===== src/hdl/fhpd_pkg.sv =====
// Shared types and constants for the frame header and payload deframer.
`default_nettype none

package fhpd_pkg;

    localparam logic [7:0] HEADER_BYTES   = 8'd16;
    localparam logic [7:0] IDENT_BYTES    = 8'd8;
    localparam logic [7:0] SEQUENCE_BYTES = 8'd4;

    // One result of the parser, before the output register.
    typedef struct packed {
        logic        valid;
        logic        payload_valid;
        logic [7:0]  payload_byte;
        logic [7:0]  payload_index;
        logic        frame_done;
        logic [7:0]  command_code;
        logic [7:0]  total_length;
        logic [7:0]  device_kind;
        logic [63:0] device_ident;
        logic [31:0] sequence_number;
    } res_t;

endpackage

`default_nettype wire


===== src/hdl/fhpd_parse.sv =====
// Frame parser: header capture state and the result for the current byte.
`default_nettype none

module fhpd_parse (
    input  wire logic         clk,
    input  wire logic         rst_n,
    input  wire logic         step,
    input  wire logic [7:0]   rx_byte,
    input  wire logic [7:0]   expected_version,
    output fhpd_pkg::res_t    res
);
    import fhpd_pkg::*;

    localparam logic [2:0] PH_HUNT     = 3'd0;
    localparam logic [2:0] PH_COMMAND  = 3'd1;
    localparam logic [2:0] PH_LENGTH   = 3'd2;
    localparam logic [2:0] PH_KIND     = 3'd3;
    localparam logic [2:0] PH_IDENT    = 3'd4;
    localparam logic [2:0] PH_SEQUENCE = 3'd5;
    localparam logic [2:0] PH_PAYLOAD  = 3'd6;

    logic [2:0]  phase_reg,    phase_next;
    logic [7:0]  count_reg,    count_next;
    logic [7:0]  command_reg,  command_next;
    logic [7:0]  length_reg,   length_next;
    logic [7:0]  kind_reg,     kind_next;
    logic [63:0] ident_reg,    ident_next;
    logic [31:0] sequence_reg, sequence_next;

    logic [7:0]  count_inc;
    logic [7:0]  payload_count;
    logic        emit;
    logic        pay;
    logic        done;

    assign count_inc     = count_reg + 8'd1;
    assign payload_count = length_reg - HEADER_BYTES;

    always_comb
    begin
        phase_next    = phase_reg;
        count_next    = count_reg;
        command_next  = command_reg;
        length_next   = length_reg;
        kind_next     = kind_reg;
        ident_next    = ident_reg;
        sequence_next = sequence_reg;
        emit          = 1'b0;
        pay           = 1'b0;
        done          = 1'b0;
        unique case (phase_reg)
            PH_HUNT:
            begin
                if (rx_byte == expected_version)
                begin
                    count_next    = 8'd0;
                    ident_next    = '0;
                    sequence_next = '0;
                    phase_next    = PH_COMMAND;
                end
            end
            PH_COMMAND:
            begin
                command_next = rx_byte;
                phase_next   = PH_LENGTH;
            end
            PH_LENGTH:
            begin
                length_next = rx_byte;
                phase_next  = PH_KIND;
            end
            PH_KIND:
            begin
                kind_next  = rx_byte;
                count_next = 8'd0;
                phase_next = PH_IDENT;
            end
            PH_IDENT:
            begin
                ident_next = {ident_reg[55:0], rx_byte};
                count_next = count_inc;
                if (count_inc >= IDENT_BYTES)
                begin
                    count_next = 8'd0;
                    phase_next = PH_SEQUENCE;
                end
            end
            PH_SEQUENCE:
            begin
                sequence_next = {sequence_reg[23:0], rx_byte};
                count_next    = count_inc;
                if (count_inc >= SEQUENCE_BYTES)
                begin
                    count_next = 8'd0;
                    if (length_reg <= HEADER_BYTES)
                    begin
                        // Header-only frame ends on its last sequence byte.
                        phase_next = PH_HUNT;
                        emit       = 1'b1;
                        done       = 1'b1;
                    end
                    else
                    begin
                        phase_next = PH_PAYLOAD;
                    end
                end
            end
            PH_PAYLOAD:
            begin
                emit       = 1'b1;
                pay        = 1'b1;
                count_next = count_inc;
                if (count_inc >= payload_count)
                begin
                    done       = 1'b1;
                    count_next = 8'd0;
                    phase_next = PH_HUNT;
                end
            end
            default:
            begin
                phase_next = PH_HUNT;
                count_next = 8'd0;
            end
        endcase
    end

    // On a header-only frame, the sequence number of the finished frame includes the byte taken this step.
    always_comb
    begin
        res.valid           = emit;
        res.payload_valid   = pay;
        res.payload_byte    = pay ? rx_byte : 8'd0;
        res.payload_index   = pay ? count_reg : 8'd0;
        res.frame_done      = done;
        res.command_code    = done ? command_reg : 8'd0;
        res.total_length    = done ? length_reg : 8'd0;
        res.device_kind     = done ? kind_reg : 8'd0;
        res.device_ident    = done ? ident_reg : 64'd0;
        res.sequence_number = done ? sequence_next : 32'd0;
    end

    always_ff @(posedge clk or negedge rst_n)
    begin
        if (!rst_n)
        begin
            phase_reg    <= PH_HUNT;
            count_reg    <= 8'd0;
            command_reg  <= 8'd0;
            length_reg   <= 8'd0;
            kind_reg     <= 8'd0;
            ident_reg    <= 64'd0;
            sequence_reg <= 32'd0;
        end
        else if (step)
        begin
            phase_reg    <= phase_next;
            count_reg    <= count_next;
            command_reg  <= command_next;
            length_reg   <= length_next;
            kind_reg     <= kind_next;
            ident_reg    <= ident_next;
            sequence_reg <= sequence_next;
        end
    end

endmodule

`default_nettype wire


===== src/hdl/frame_header_payload_deframer.sv =====
// Top level of the frame header and payload deframer with its stream ports.
//
// The block takes one received byte per item and can accept a byte in every
// cycle while the output side does not stall. A byte passes an input register
// and then the parser, whose result is caught in an output register; a result
// waits there until the output side is ready. Header bytes give no result but
// the last one of a header-only frame; each payload byte gives one item, and
// the item that ends a frame has tlast set and carries all header fields. There
// is no clearing pass after reset. The version register resets to 1.
`default_nettype none

module frame_header_payload_deframer (
    input  wire logic           clk,
    input  wire logic           rst_n,
    input  wire logic           cfg_wr_en,
    input  wire logic [7:0]     cfg_wr_data,     // expected_version
    input  wire logic           s_axis_tvalid,
    output      logic           s_axis_tready,
    input  wire logic [7:0]     s_axis_tdata,    // rx_byte
    output      logic           m_axis_tvalid,
    input  wire logic           m_axis_tready,
    // payload_byte, payload_index, command_code, total_length, device_kind,
    // device_ident, sequence_number
    output      logic [135:0]   m_axis_tdata,
    output      logic           m_axis_tuser,    // payload_valid
    output      logic           m_axis_tlast     // frame_done
);
    import fhpd_pkg::*;

    logic [7:0]   version_reg;
    logic         in_valid_reg;
    logic [7:0]   in_data_reg;
    logic         out_valid_reg;
    logic [135:0] out_data_reg;
    logic         out_user_reg;
    logic         out_last_reg;
    logic         step;
    res_t         res;

    // The held byte moves on whenever the output register is free or draining.
    assign step          = in_valid_reg && (!out_valid_reg || m_axis_tready);
    assign s_axis_tready = !in_valid_reg || step;

    always_ff @(posedge clk or negedge rst_n)
    begin
        if (!rst_n)
        begin
            version_reg <= 8'd1;
        end
        else if (cfg_wr_en)
        begin
            version_reg <= cfg_wr_data;
        end
    end

    always_ff @(posedge clk or negedge rst_n)
    begin
        if (!rst_n)
        begin
            in_valid_reg <= 1'b0;
        end
        else if (s_axis_tready)
        begin
            in_valid_reg <= s_axis_tvalid;
        end
    end

    always_ff @(posedge clk)
    begin
        if (s_axis_tvalid && s_axis_tready)
        begin
            in_data_reg <= s_axis_tdata;
        end
    end

    fhpd_parse u_parse (
        .clk              (clk),
        .rst_n            (rst_n),
        .step             (step),
        .rx_byte          (in_data_reg),
        .expected_version (version_reg),
        .res              (res)
    );

    always_ff @(posedge clk or negedge rst_n)
    begin
        if (!rst_n)
        begin
            out_valid_reg <= 1'b0;
        end
        else if (step)
        begin
            out_valid_reg <= res.valid;
        end
        else if (m_axis_tready)
        begin
            out_valid_reg <= 1'b0;
        end
    end

    always_ff @(posedge clk)
    begin
        if (step && res.valid)
        begin
            out_data_reg <= {res.sequence_number, res.device_ident, res.device_kind,
                             res.total_length, res.command_code, res.payload_index,
                             res.payload_byte};
            out_user_reg <= res.payload_valid;
            out_last_reg <= res.frame_done;
        end
    end

    assign m_axis_tvalid = out_valid_reg;
    assign m_axis_tdata  = out_data_reg;
    assign m_axis_tuser  = out_user_reg;
    assign m_axis_tlast  = out_last_reg;

`ifndef NO_ASSERTIONS
    // Every result either carries a payload byte or ends a frame.
    a_result_kind: assert property (@(posedge clk) disable iff (!rst_n)
        m_axis_tvalid |-> (m_axis_tuser || m_axis_tlast))
        else $error("result with neither payload nor frame end");

    // Without a payload byte the payload fields read as zero.
    a_payload_zero: assert property (@(posedge clk) disable iff (!rst_n)
        (m_axis_tvalid && !m_axis_tuser) |-> (m_axis_tdata[15:0] == 16'd0))
        else $error("payload fields set on a header-only result");

    // Header fields are shown only on the item that ends a frame.
    a_header_zero: assert property (@(posedge clk) disable iff (!rst_n)
        (m_axis_tvalid && !m_axis_tlast) |-> (m_axis_tdata[135:16] == 120'd0))
        else $error("header fields set before the frame end");

    // The last payload byte sits at length minus the header minus one.
    a_last_index: assert property (@(posedge clk) disable iff (!rst_n)
        (m_axis_tvalid && m_axis_tlast && m_axis_tuser)
            |-> (m_axis_tdata[15:8] == (m_axis_tdata[31:24] - HEADER_BYTES - 8'd1)))
        else $error("frame ended at the wrong payload index");

    // An end without a payload byte only comes on a frame whose length claims no payload.
    a_short_frame: assert property (@(posedge clk) disable iff (!rst_n)
        (m_axis_tvalid && m_axis_tlast && !m_axis_tuser)
            |-> (m_axis_tdata[31:24] <= HEADER_BYTES))
        else $error("header-only end on a frame with payload");
`endif

endmodule

`default_nettype wire


===== config.mk =====
export PLATFORM = sky130hd
export DESIGN_NAME = frame_header_payload_deframer
export DESIGN_NICKNAME = d
export VERILOG_FILES = /design/src/hdl/fhpd_pkg.sv /design/src/hdl/fhpd_parse.sv /design/src/hdl/frame_header_payload_deframer.sv
export SDC_FILE = /design/constraint.sdc
export NUM_CORES = 1
export LEC_CHECK = 0
export ABC_AREA = 1
export BUFFER_PORTS_ARGS = -buffer_cell sky130_fd_sc_hd__buf_2
export CAP_MARGIN = 20
export CORE_ASPECT_RATIO = 1.75
export CORE_MARGIN = 1.5
export CORE_UTILIZATION = 28
export CTS_BUF_LIST = sky130_fd_sc_hd__clkbuf_4
export DETAILED_ROUTE_END_ITERATION = 6
export MAX_ROUTING_LAYER = met4
export PLACE_DENSITY = 0.55
export SLEW_MARGIN = 20
export SYNTH_ARGS = -nofsm -noshare
export SYNTH_HDL_FRONTEND = slang
export SYNTH_HIERARCHICAL = 1
export SYNTH_SLANG_ARGS = --single-unit

===== constraint.sdc =====
create_clock -name clk -period 10.5 [get_ports clk]
set_input_delay 1.575 -clock clk [delete_from_list [all_inputs] [get_ports clk]]
set_output_delay 1.575 -clock clk [all_outputs]
set_load 0.005 [all_outputs]

; ---- Yosys cells after proc, flatten, opt, wreduce, memory -nomap -nowiden
; Index checks and enable logic that the tools add are counted.
[word_totals]
ramBits = 0
out_inout_bits = 140
latch_bits = 0
mem_bits_ro = 0
n_memories = 0
input_bits = 21
regBits = 287
[classes]
div_mod_pow = 0
n_eq_ne = 11
reduce_logical = 17
mux = 23
n_shift = 0
order_cmp = 4
n_addsub = 2
n_bitwise = 1
multipliers = 0
[op_table]
columns = operator, n
row1 = one-hot mux 64 bit (2 select lines), 1
row2 = two-way mux 64 bit, 1
row3 = one-hot mux 32 bit (2 select lines), 1
row4 = one-hot mux 8 bit (5 select lines), 1
row5 = two-way mux 32 bit, 1
row6 = two-way mux 8 bit, 4
row7 = one-hot mux 3 bit (7 select lines), 1
row8 = two-way mux 3 bit, 5
row9 = "== test 3 bit, second input constant", 3
row10 = "adder 8 x 1 -> 8 bit, second input constant", 1
row11 = == test 8 bit, 1
row12 = "greater-or-equal comparator 8 x 3 -> 1 bit, second input constant", 1
row13 = "greater-or-equal comparator 8 x 4 -> 1 bit, second input constant", 1
row14 = greater-or-equal comparator 8 bit, 1
row15 = "less-or-equal comparator 8 x 5 -> 1 bit, second input constant", 1
row16 = "!= test 2 x 1 -> 1 bit, second input constant", 4
row17 = "subtractor 8 x 5 -> 8 bit, second input constant", 1
row18 = "== test 3 x 2 -> 1 bit, second input constant", 2
row19 = two-way mux 1 bit, 6
row20 = AND reduction 2 bit, 3
row21 = AND reduction 3 bit, 2
row22 = AND reduction 5 bit, 1
row23 = one-hot mux 1 bit (2 select lines), 2
row24 = nonzero test 2 bit, 2
row25 = other kinds (7), 11

; ---- Longest topological paths before layout
; Gate-level depths: netlist of run 1.
[depth]
ltp_word = 5
depth_mapped = 20
depth_no_buf = 17

; ---- Hierarchy
; Netlist of run 1, hierarchy kept.
[modules_own_cells]
columns = mod, seq_area_each_um2, n_inst, area_per_inst_um2, cells_per_inst
row1 = fhpd_parse, 3278.1, 1, 7170.6, 786
row2 = frame_header_payload_deframer, 4635.7, 1, 4798.4, 194

; ---- Least setup slack after synthesis of run 1
; OpenSTA, ideal clock, no wires.
[synth_timing]
path_type = input to register
startpoint = input port m_axis_tready
endpoint = register out_data_reg[0], in the netlist m_axis_tdata[0] (enable)
setup_ns = 0.638
required_ns = 9.862
path_slack_ns = 2.380
arrival_ns = 7.482
cell_stages = 4
cell_sequence = inv_1 nand2_1 nand2_1 nor2_1
[synth_via]
elab_chain_cells = 3
[synth_lines]
columns = item, line
row1 = "start, declared", frame_header_payload_deframer.sv:21  ; input wire logic m_axis_tready,
row2 = logical OR 1 bit, frame_header_payload_deframer.sv:41  ; assign step = in_valid_reg && (!out_valid_reg || m_axis_tready);
row3 = logical AND 1 bit, frame_header_payload_deframer.sv:41
row4 = logical AND 1 bit, frame_header_payload_deframer.sv:103  ; if (step && res.valid)
row5 = "end signal, assigned", frame_header_payload_deframer.sv:105  ; out_data_reg <= {res.sequence_number, res.device_ident, res.device_kind,
row6 = "end, declared", frame_header_payload_deframer.sv:34  ; logic [135:0] out_data_reg;
; Every way passes these cells.
; A chain may end at the register's enable or synchronous reset.

==> results.md, run 1 <==
* Vias in the first global route at 7956
* Commonest cells after routing, fill and taps aside: buf_2 (159), edfxtp_1 (146), dfrtp_1 (140)
* GRT overflow at 0
* Max Clock Skew at around 50 ps
* Synth Cell Area at 12000 sq um
* Area Growth Syn to Fin at 18.5%
* Slew margin rel. at 29.8%
* Req. time, crit path at 10830 ps
* Post-synth EDFFs at 146
* Maxcap violations at 0
* Worst Reg-to-Reg Cells at 13
* Fin util at 33.4%
* Fmax at 260 MHz
* First-pass GRT wire length at about 44000 microns
* Routability cong. at 0.855
* Async set-reset flop share out of synthesis at 49.1%
* Cts bufs inserted at 71
* P_leak at between 6 and 7 nW
* I/O Pins at 161
* Power per cell area at between 200 and 250 nW/um^2
* Fill count at 4271
* Vias at 7711
* DRT Wirelength at roughly 28000 microns
* Crit path from: u_parse/count_reg[0]
* Clock Latency Late Sink at 750 ps
* Placed cells at 1663
* Critical path cell sequence: ha_1 -> nand3_2 -> xor2_1 -> inv_1 -> nand2_2 -> nor2_4 -> a21oi_2 -> nand2_2 -> nand2_2 -> inv_1 -> nor2_4 -> buf_4 -> buf_4
* Initial antenna violation count at 2
* Root Driver: clkbuf_4
* Worst Path Buf+Inv at 4
* Max FO, Critical Path at 72
* HPWL after detailed placement at 18500 microns
* Fin. max-slew vios at 0
* P_sw at between 1 and 1.5 mW
* CP top delay family: buffers and inverters
* # H-tree levels at 3
* Die area at roughly 44000 sq um
* Sw Share at about 34%
* Most common cell after layout, fill and taps aside: buf_2
* Fin cells at 1797
* Max reg flops at between 100 and 150
* Final nets at between 1000 and 1500
* Setup CP Type: flop to flop
* Final Hold Fails at 0
* Worst setup EP type: flop
* RSZ-0062 raised after global routing: no
* Fin Setup TNS at 0 ps
* Die H at 277 microns
* DRC Markers at 0
* Design Area, Final at 14200 sq um
* Crit path DAT at 4180 ps
* Via density at 4.29
* Initial core utilization at between 20% and 30%
* DIE WIDTH at 159 microns
* Area post-placement at roughly 13000 sq um
* Min cycle time layout at just under 4000 ps
* Core Region at 42400 sq um
* CP max stage delay at between 800 and 900 ps
* Sequential share of the synthesized area at 66.1%
* VDD IR max at 0.0000656 V
* Hold buffers post-CTS at 0
* Clock transition at path regs at 70 ps
* Clk sinks at 287
* Clock Path Buffers at 3
* Ys Warns at 6
* Flop pwr share at a little under half
* Setup bufs post-CTS at 0
* Largest net degree at the start of global routing at 89
* First DRT Iteration DRCs at between 500 and 600
* Resized Gates After CTS at 0
* Register bit count reported by yosys at 287
* Clock share of power at 30.6%
* Final ANT Viol Nets at 0
* Pre-antenna DRT Iters at 6
* Tot GR Track Use at roughly 13%
* Reg-to-reg critical path startpoint: u_parse/count_reg[0]
* # rows at 100
* Library cells used by synthesis at 36
* Mean post-synth cell area at between 10 and 15 sq um
* Mapped Cells at 980
* Total power at 3.18 mW
* Tcrit/Tclk final at 36.7%
* Final setup violation count at 0
* Logic pwr share at 22.4%
* Status: completed
* Most used cell, CP: nand2_2
* Number of port buffers at between 150 and 200
* CP startpoint kind: flop
* Fraction of final layout cells with drive strength greater than 1 at between 30 and 40%
* TritonCTS clock tree: built
* Worst setup endpoint: m_axis_tdata[131]
* Top FF cell, synth: edfxtp_1
* Syn nets at about 1000
* Internal Power at 2.11 mW
* Slowest CP cell: buf_4
* Reg-to-reg setup timing slack at approximately 6700 ps
* Levels on crit path at 13
* WL per Instance at 15.6 microns
* Hold Crit Class: flop to flop
* Reg2reg end: m_axis_tdata[131]
* Worst Tran Pin Value at ~1100 ps
-- power groups by stage --
stage / Clock [mW] / Combinational, mW / Sequential, mW
floorplan: 0 / 0.536 / 1.49
global placement: 0 / 0.705 / 1.51
detailed placement: 0 / 0.718 / 1.52
CTS: 1.02 / 0.722 / 1.49
global route: 1.07 / 0.815 / 1.52
finish: 0.971 / 0.713 / 1.49
-- cells in the mapped netlist, types with 4 or more instances --
cell,number,share of area [%]
dfrtp_1,140,29
a22oi_1,32,2.0
nand2_1,117,3.7
edfxtp_1,146,37
o21ai_0,73,3.1
buf_12,9,1.5
xnor2_1,4,0.29
clkbuf_1,27,0.85
inv_1,137,4.3
nor2_4,82,7.7
buf_2,6,0.25
nand4_1,4,0.21
ha_1,11,1.1
o22ai_1,65,3.4
nor2_1,64,2.0
nand3_1,17,0.71
nand2_2,5,0.26
nor2_2,10,0.52
xor2_1,5,0.37
-- worst min-delay path, cell delays in order, from the launching register on --
cell     delay [ps]
dfrtp_1         340
nand2_1          50
o21ai_0          60
-- logic make-up (layout without fill, tap and decap cells) --
family                   Yosys count  after routing  share of synthesized area (%)
flip-flops                       287            287                           66.1
adder cells (fa/ha/maj)           11             11                           1.15
buffers and inverters            188            441                           7.43
AO/OA/AOI/OAI                    180            180                           9.09
other                              0              3                              0
XOR/XNOR                           9              9                          0.659
AND/OR/NAND/NOR                  305            305                           15.5
-- cell type report --
type | count | area [sq um] | area share (%)
Tap cell | 561 | 702 | 4.95
Inverter | 141 | 529 | 3.73
Clock buffer | 107 | 803 | 5.66
Antenna cell | 3 | 7.51 | 0.0529
Timing Repair Buffer | 169 | 878 | 6.19
Sequential cell | 287 | 7910 | 55.8
Multi-Input combinational cell | 505 | 3200 | 22.5
Clock inverter | 24 | 150 | 1.06
-- stage by stage --
stage	hold WS (ps)	setup WS (ps)
4_1_cts	489	6490
3_5_place_dp	473	6490
5_1_grt	506	6370
2_1_floorplan	453	2380
3_3_place_gp	467	6560
6_report	485	6650
-- worst min-delay path by stage --
stage,start,cells after the start,endpoint,slack [ps]
after floorplan,u_parse/command_reg[0],2,u_parse/command_reg[0],450
after global placement,u_parse/kind_reg[2],2,u_parse/kind_reg[2],470
after detailed placement,u_parse/command_reg[7],2,u_parse/command_reg[7],470
after CTS,u_parse/kind_reg[3],2,u_parse/kind_reg[3],490
after global routing,u_parse/kind_reg[5],2,u_parse/kind_reg[5],510
final,u_parse/command_reg[7],2,u_parse/command_reg[7],490
-- metal layers --
| metal | vias up | global-route usage, % | wire [microns] |
|---|---|---|---|
| li1 | 3712 | - | - |
| met1 | 3709 | 14.1 | 10700 |
| met2 | 216 | 23.6 | 15000 |
| met3 | 74 | 2.75 | 1030 |
| met4 | 0 | 7.26 | 1260 |
| met5 | - | - | 0 |
No activity file was read; power rests on OpenSTA's default activity.
==> inputs of run 2 (changes only) <==
==> constraint.sdc (replaced) <==
create_clock -name clk -period 3.85 [get_ports clk]
set_input_delay 0.5775 -clock clk [delete_from_list [all_inputs] [get_ports clk]]
set_output_delay 0.5775 -clock clk [all_outputs]
set_load 0.005 [all_outputs]
==> run 2 against run 1 <==
Effect of this change:
- clock-buffer cell count decreased by 1
- final cell count increased by 1.1%
- combinational power increased to 2.8 times the previous value
- power increased to 2.8 times the previous value
- largest cell class unchanged
==> results.md, run 2 (synthesized netlist as in run 1, its figures left out) <==
* Pre-antenna DRT Iters at 5 (-1)
* Fin cells at 1817 (+1.1%)
* Clk sinks at 287 (unchanged)
* Worst setup EP type: flop
* I/O Pins at 161 (unchanged)
* WL per Instance at 15.7 microns (+0.62%)
* Final ANT Viol Nets at 0 (unchanged)
* Max Clock Skew at 51.1 ps (+1.09 ps)
* Number of port buffers at 160 (unchanged)
* Setup CP Type: flop to flop
* # rows at 100 (unchanged)
* CP max stage delay at 450 ps (-380 ps)
* Fin. max-slew vios at 0 (unchanged)
* Hold_ws at 176 ps (-309 ps)
* Min cycle time layout at 2970 ps (-880 ps)
* CP top delay family: simple AND/OR/NAND/NOR gates
* # H-tree levels at 3 (unchanged)
* Req. time, crit path at 4270 ps (-6560 ps)
* Clock transition at path regs at 60 ps (about the same)
* Final setup violation count at 0 (unchanged)
* Crit path DAT at 3390 ps (-790 ps)
* Most common cell after layout, fill and taps aside: buf_2
* HPWL after detailed placement at 19300 microns (+4.4%)
* Die H at 277 microns (unchanged)
* Slew margin rel. at 45.7% (+16 points)
* Vias in the first global route at 7917 (-0.49%)
* Slowest CP cell: dfrtp_1
* Setup WS post-layout at 881 ps (-5770 ps)
* First DRT Iteration DRCs at 416 (-24%)
* Commonest cells after routing, fill and taps aside: buf_2 (159), edfxtp_1 (146), dfrtp_1 (140)
* Area Growth Syn to Fin at 21.4%
* CP startpoint kind: flop
* Max FO, Critical Path at 24 (-67%)
* Pre-CTS setup slack at 914 ps (-5570 ps)
* DRT Wirelength at 28500 microns (+1.7%)
* Final nets at 1230 (+1.9%)
* Maxcap violations at 0 (unchanged)
* Resized Gates After CTS at 0 (unchanged)
* Reg-to-reg setup timing slack at 880 ps (-5770 ps)
* Worst Path Buf+Inv at 3 (-1)
* Placed cells at 1668 (+0.30%)
* Total power at 8.84 mW (+180%)
* Status: completed
* Root Driver: clkbuf_4
* Critical path cell sequence: nand3_2 -> nor2_4 -> nand2_1 -> xor2_1 -> inv_1 -> ha_1 -> a21oi_1 -> nand2_1 -> inv_2 -> nand2_2 -> nand2_8 -> buf_4 -> nor2_1
* Cts bufs inserted at 71 (unchanged)
* Die area at 44000 sq um (unchanged)
* DIE WIDTH at 159 microns (unchanged)
* Tcrit/Tclk final at 77.1% (+40 points)
* DRC Markers at 0 (unchanged)
* P_leak at 6.39 nW (+2.3%)
* Worst Tran Pin Value at 815 ps (-239 ps)
* Via density at 4.30 (+0.23%)
* First-pass GRT wire length at 43800 microns (-1.2%)
* VDD IR max at 0.000198 V (+200%)
* Routability cong. at 0.814 (-4.9%)
* Reg-to-reg critical path startpoint: u_parse/count_reg[1]
* RSZ-0062 raised after global routing: no
* GRT overflow at 0 (unchanged)
* Hold Crit Start: m_axis_tready
* Max reg flops at 136 (unchanged)
* Vias at 7815 (+1.3%)
* Crit path from: u_parse/count_reg[1]
* Final Hold Fails at 0 (unchanged)
* Fill count at 4240 (-0.73%)
* Fmax at 337 MHz (+30%)
* Initial core utilization at 28.2% (unchanged)
* Hold Crit Class: input port to flop
* Fraction of final layout cells with drive strength greater than 1 at 32.7% (+0.31 points)
* Largest net degree at the start of global routing at 80 (-10%)
* TritonCTS clock tree: built
* Clock Path Buffers at 3 (unchanged)
* Fin Setup TNS at 0 ps (unchanged)
* Most used cell, CP: nand2_1
* Clock Latency Late Sink at 730 ps (-20 ps)
* Tot GR Track Use at 13.4% (-0.066 points)
* Core Region at 42400 sq um (unchanged)
* Initial antenna violation count at 1 (-1)
* Power per cell area at 608 nW/um^2 (+170%)
[run 2: cell types whose count changed in the layout (fill, tap and decap cells not counted), sizes merged]
cell         delta
inv             -1
bufinv          +2
diode           -2
clkinv          -1
dlygate4sd3    +18
clkbuf          -1
buf             +5
[run 2: layer usage]
metal,GRT usage [%],routed length (microns),share of wire [%]
met1,13.2,10500,37
met2,24.8,16000,56
met4,6.14,791,2.8
met5,-,0,0
met3,2.97,1240,4.4
[run 2: worst paths after layout]
kind                                         endpoint  cells after the start
max in group asynchronous       u_parse/ident_reg[62]                      3
worst min-delay path                     in_valid_reg                      4
worst max-delay path                 m_axis_tdata[38]                     13
worst min register to register         version_reg[0]                      2
min in group asynchronous       u_parse/length_reg[2]                      2
worst max register to register       m_axis_tdata[38]                     13
[run 2: area by class of cell]
type	count	area [sq um]	share of cell area, %
multi-input combinational	505	3220	22.2
antenna	1	2.50	0.0172
clock buffer	106	796	5.48
timing repair buffer	192	1150	7.95
tap	561	702	4.83
inverter	141	532	3.66
sequential	287	7910	54.5
clock inverter	24	210	1.45
[run 2: through the flow]
stage               utilization [%]  cell area, sq um
global placement               31.5             13300
finish                         34.3             14500
detailed placement             31.5             13300
floorplan                         -             12000
CTS                            34.3             14500
global route                   34.3             14500
[run 2: worst min-delay path, stage by stage]
cell and delay (ps):
buf_2 80, inv_1 40, nand3_1 100, nand2_1 60
[run 2: repair_timing]
item                                   in CTS  in global routing
hold buffers                               18                  0
endpoints found under the hold margin      95                  0
setup buffers                               0                  0
[run 2: where the power goes]
group	total, mW	switching, mW	leakage [nW]	internal (mW)
clock	2.78	1.24	0.600	1.54
combinational	1.98	1.43	2.47	0.553
sequential	4.08	0.268	3.32	3.81
total	8.84	2.93	6.39	5.90
